[config.mk]
export PLATFORM = sky130hd
export DESIGN_NAME = trf_front
export DESIGN_NICKNAME = d
export VERILOG_FILES = /design/src/design/trf_pkg.sv /design/src/design/trf_front.sv
export SDC_FILE = /design/constraint.sdc
export NUM_CORES = 1
export LEC_CHECK = 0
export ABC_AREA = 0
export BUFFER_PORTS_ARGS = -buffer_cell sky130_fd_sc_hd__buf_2
export CAP_MARGIN = 20
export CORE_UTILIZATION = 25
export DETAILED_ROUTE_END_ITERATION = 8
export MAX_ROUTING_LAYER = met4
export SYNTH_ARGS = -nofsm -noshare
export SYNTH_HDL_FRONTEND = slang
export SYNTH_SLANG_ARGS = --single-unit
[constraint.sdc]
create_clock -name i_clk -period 13.8 [get_ports i_clk]
set_clock_uncertainty 0.2 [all_clocks]
set_input_delay 1.38 -clock i_clk [delete_from_list [all_inputs] [get_ports i_clk]]
set_output_delay 1.38 -clock i_clk [all_outputs]
set_load 0.1 [all_outputs]
[src/design/trf_pkg.sv]
`timescale 1ns / 1ps
`default_nettype none
package trf_pkg;
    typedef enum logic [1:0] {
        REQ_HEADER = 2'd0,
        REQ_FIELD  = 2'd1,
        REQ_BYTE   = 2'd2,
        REQ_END    = 2'd3
    } t_req;

    localparam logic [1:0] ST_OK       = 2'd0;
    localparam logic [1:0] ST_BAD_MASK = 2'd1;
    localparam logic [1:0] ST_OVERFLOW = 2'd2;
    localparam logic [1:0] ST_ORDER    = 2'd3;

    localparam logic [7:0] CH_P     = 8'h50;
    localparam logic [7:0] CH_M     = 8'h4D;
    localparam logic [7:0] CH_ONE   = 8'h31;
    localparam logic [7:0] CH_COMMA = 8'h2C;
    localparam logic [7:0] CH_STAR  = 8'h2A;
    localparam logic [7:0] CH_NL    = 8'h0A;
    localparam logic [7:0] CH_ZERO  = 8'h30;

    localparam logic [12:0] LEN_MAX = 13'h1FFF;
    localparam logic [15:0] CRC_INIT = 16'hFFFF;
    localparam logic [15:0] CRC_POLY = 16'h1021;

    // queued command between front and back
    typedef struct packed {
        t_req        req;
        logic [31:0] seq;
        logic [31:0] ms;
        logic [7:0]  mask;
        logic [7:0]  fbyte;
    } t_cmd;

    function automatic logic [7:0] hex_digit(input logic [3:0] v);
        hex_digit = (v < 4'd10) ? (8'h30 + {4'd0, v}) : (8'h37 + {4'd0, v});
    endfunction

    function automatic logic [15:0] crc_update(input logic [15:0] crc, input logic [7:0] b);
        logic [15:0] c;
        c = crc ^ {b, 8'd0};
        for (int i = 0; i < 8; i++) begin
            c = c[15] ? ((c << 1) ^ CRC_POLY) : (c << 1);
        end
        crc_update = c;
    endfunction
endpackage
`default_nettype wire

[src/design/trf_front.sv]
`timescale 1ns / 1ps
`default_nettype none
module trf_front (
    input  wire logic          i_clk,
    input  wire logic          i_rst_n,
    input  wire logic          i_valid,
    output logic               o_ready,
    input  wire trf_pkg::t_cmd i_cmd,
    output logic               o_q_valid,
    input  wire logic          i_q_ready,
    output trf_pkg::t_cmd      o_q_cmd
);
    import trf_pkg::*;

    // two-entry queue; zero field bytes are dropped on entry
    t_cmd       r_mem [2];
    logic       r_wp, r_rp;
    logic [1:0] r_cnt;
    logic       w_push, w_pop, w_keep;

    assign o_ready   = (r_cnt != 2'd2);
    assign w_keep    = !(i_cmd.req == REQ_BYTE && i_cmd.fbyte == 8'd0);
    assign w_push    = i_valid && o_ready && w_keep;
    assign o_q_valid = (r_cnt != 2'd0);
    assign w_pop     = o_q_valid && i_q_ready;
    assign o_q_cmd   = r_mem[r_rp];

    // pointers and fill count
    always_ff @(posedge i_clk) begin
        if (!i_rst_n) begin
            r_wp  <= 1'b0;
            r_rp  <= 1'b0;
            r_cnt <= 2'd0;
        end else begin
            if (w_push) r_wp <= !r_wp;
            if (w_pop) r_rp <= !r_rp;
            r_cnt <= r_cnt + {1'b0, w_push} - {1'b0, w_pop};
        end
    end

    // queue storage
    always_ff @(posedge i_clk) begin
        if (w_push) r_mem[r_wp] <= i_cmd;
    end
endmodule
`default_nettype wire

==> metrics.md <==
| Metric | Value |
|---|---|
| Status | `completed` |
| Part of the Yosys area used for sequential elements | `81.4%` |
| Met1 WL | `4950 um` |
| Ys flop type | `edfxtp_1` |
| Crit Path Max Fanout | `49` |
| CP Data Arrival Time | `2.13 ns` |
| Post-Syn Instances | `between 200 and 300` |
| Post-DP HPWL | `7850 um` |
| FF-to-FF Start | `r_cnt[0]` |
| DR vias | `3162` |
| Top cells by count, synth | `edfxtp_1, mux2_2, buf_2` |
| RSZ-0062 raised after global routing | `no` |
| Starting Density | `between 20% and 30%` |
| Sequential standard cell area | `5030 um^2` |
| Share of cells above drive strength 1 | `between 60% and 70%` |
| Max-Cap Viols | `0` |
| Mux share of post-synthesis cell area | `15.0%` |
| Crit path max-delay family | `flip-flops` |
| Die area | `25300 um^2` |
| Number of synthesized flops with an enable pin | `164` |
| R2R Setup Slk | `11.11 ns` |
| Nets@finish | `between 500 and 600` |
| Skew-Pair Late Insertion Delay | `0.41 ns` |
| Startpoint Class | `flop` |
| Pins Over Slew Limit | `0` |
| Area Overhead vs Synth | `31.1%` |
| I/O Buffers | `approximately 170` |
| Grt total ovfl | `0` |
| IO Pins | `170` |
| Simple-gate share of the synthesized area | `about 1.5%` |
| Syn nets | `370` |
| Req. time, crit path | `about 12 ns` |
| Hold_buf cts | `0` |
| Largest area contributor in the netlist | `edfxtp_1` |
| # setup viols final | `0` |
| H-tree Lvls | `4` |
| Synth Area in Compound Gates | `less than 1%` |
| Routed vias/inst | `between 3 and 4` |
| Aggregate routed wire length | `between 10000 and 15000 um` |
| Slowest Stage Delay on Critical Path | `0.67 ns` |
| Distinct cells, synth | `18` |
| Yosys warnings | `0` |
| Dpl cells | `769` |
| CTS root buffer | `clkbuf_16` |
| Largest family of logic cells by synthesized area | `multiplexers` |
| Slew margin rel. | `about two fifths` |
| DR iter-0 viols | `86` |
| Multi-input logic area | `1110 um^2` |
| Total GRT Usage | `a little over a tenth` |
| Asr flop ratio synth | `0%` |
| CP endpoint kind | `primary output` |
| TNS Setup | `0 ns` |
| Seq cells post-synth | `169` |
| Worst path bufs/invs | `2` |
| HP Start | `r_rp` |
| WS Path Type | `reg2out` |
| Pin count of the biggest net entering global routing | `83` |
| Wirelength per Cell | `15.2 um` |
| Number of routed nets with antenna violations | `0` |
| Top cells by area, synth | `edfxtp_1, mux2_2, dfxtp_1` |
| Worst min-delay path class | `reg2reg` |
| Core footprint | `24200 um^2` |
| Final Hold Fails | `0` |
| Drt pass-1 iters | `4` |
| CTS tree | `built` |
| Clk sink count | `169` |
| Post-synthesis adder-cell area fraction | `0.405%` |
| DRC errors left | `0` |
| Mapped cell area | `6180 um^2` |
| Post-CTS Setup Bufs | `0` |
| Initial antenna violation count | `2` |
| GPL Wtd Cong | `0.708` |
| Chip Height | `159 um` |
| WL met3 | `between 500 and 600 um` |
| Yosys top cell area share | `79.7%` |
| Final Non-Filler Cells | `roughly 800` |
| Crit-path cells | `buf_16 -> mux2_2 -> buf_2` |
| Tightest Pin Transition | `0.881 ns` |
| Met2 WL post-DR | `6540 um` |
| Count leader, synth | `edfxtp_1` |
| Clock buffer depth | `2` |
| Final Cycle Share | `~27%` |
| # resized after CTS | `0` |
| TritonCTS buffer count | `17` |
| Max stage delay cell, worst path | `dfxtp_4` |
| # rows | `between 50 and 60` |
| Mean Syn Cell Area | `21.9 um^2` |
| # fillers | `2381` |
| Vias in the first global route | `about 3600` |
| First-pass GRT wire length | `19200 um` |
| Die extent in x | `about 160 um` |
| Period minus WS final | `approximately 3.7 ns` |
| Max Fclk | `roughly 270 MHz` |
| XOR/XNOR share of the synthesized area | `0.425%` |
| Clock-pin slew on the worst setup and hold paths | `0.06 ns` |
| Highest Signal Layer | `met4` |
## worst paths after layout
path	end	cells after the start
setup / recovery	o_q_cmd[74]	3
hold reg to reg	flop	2
hold / removal	flop	2
setup reg to reg	r_mem[1][77]	4
## through the flow
step | utilization [%] | hold slack [ns] | instance area (um^2) | setup slack [ns]
after floorplan | - | 0.304 | 6180 | 7.90
after global placement | 30.6 | 0.323 | 7410 | 9.66
after detailed placement | 30.7 | 0.334 | 7430 | 9.88
after CTS | 33.3 | 0.354 | 8060 | 9.81
after global routing | 33.4 | 0.395 | 8100 | 9.96
final | 33.4 | 0.351 | 8100 | 10.09
## flip-flops by register name (all words and copies together), names as in the netlist, named ones only
| register | cells |
|---|---|
| r_mem | 164 |
| r_cnt | 2 |
| r_rp | 1 |
| r_wp | 1 |
## layout by cell type (no fill, tap or decap), types with 3 or more instances in the layout
cell type / synthesis / routed
clkinv_4: 0 / 3
edfxtp_1: 164 / 164
mux2_2: 82 / 82
buf_2: 8 / 169
xnor2_1: 3 / 3
dfxtp_1: 5 / 4
bufinv_16: 0 / 5
clkbuf_16: 0 / 17
and2_1: 4 / 4
## logic make-up (layout without fill, tap and decap cells)
group / Yosys count / count (layout)
mux: 82 / 82
flops: 169 / 169
buf+inv: 11 / 205
compound gates: 2 / 2
xor+xnor: 3 / 3
simple gates: 13 / 13
fa+ha+maj: 2 / 2
other cells: 0 / 2
## layout make-up
class                           count  share of cell area, %
Inverter                            2                 0.0927
Timing Repair Buffer              173                   11.2
Clock inverter                     12                   2.47
Sequential cell                   169                   62.1
Multi-Input combinational cell    102                   13.7
Clock buffer                       18                   5.30
Tap cell                          324                   5.01
Antenna cell                        2                 0.0618
## layer usage
| layer | GRT usage [%] | vias to the layer above |
|---|---|---|
| li1 | - | 1485 |
| met1 | 10.8 | 1576 |
| met2 | 18.4 | 92 |
| met3 | 3.28 | 9 |
| met4 | 4.24 | 0 |
| met5 | - | - |
## tightest hold or removal path, cell delays in order, from the launching register on
cell and delay, ns:
dfxtp_1 0.33, xnor2_1 0.09, nor2b_1 0.10
Power is not shown: default switching activity piles up to over one toggle a cycle in this logic, so the estimate is an artifact.
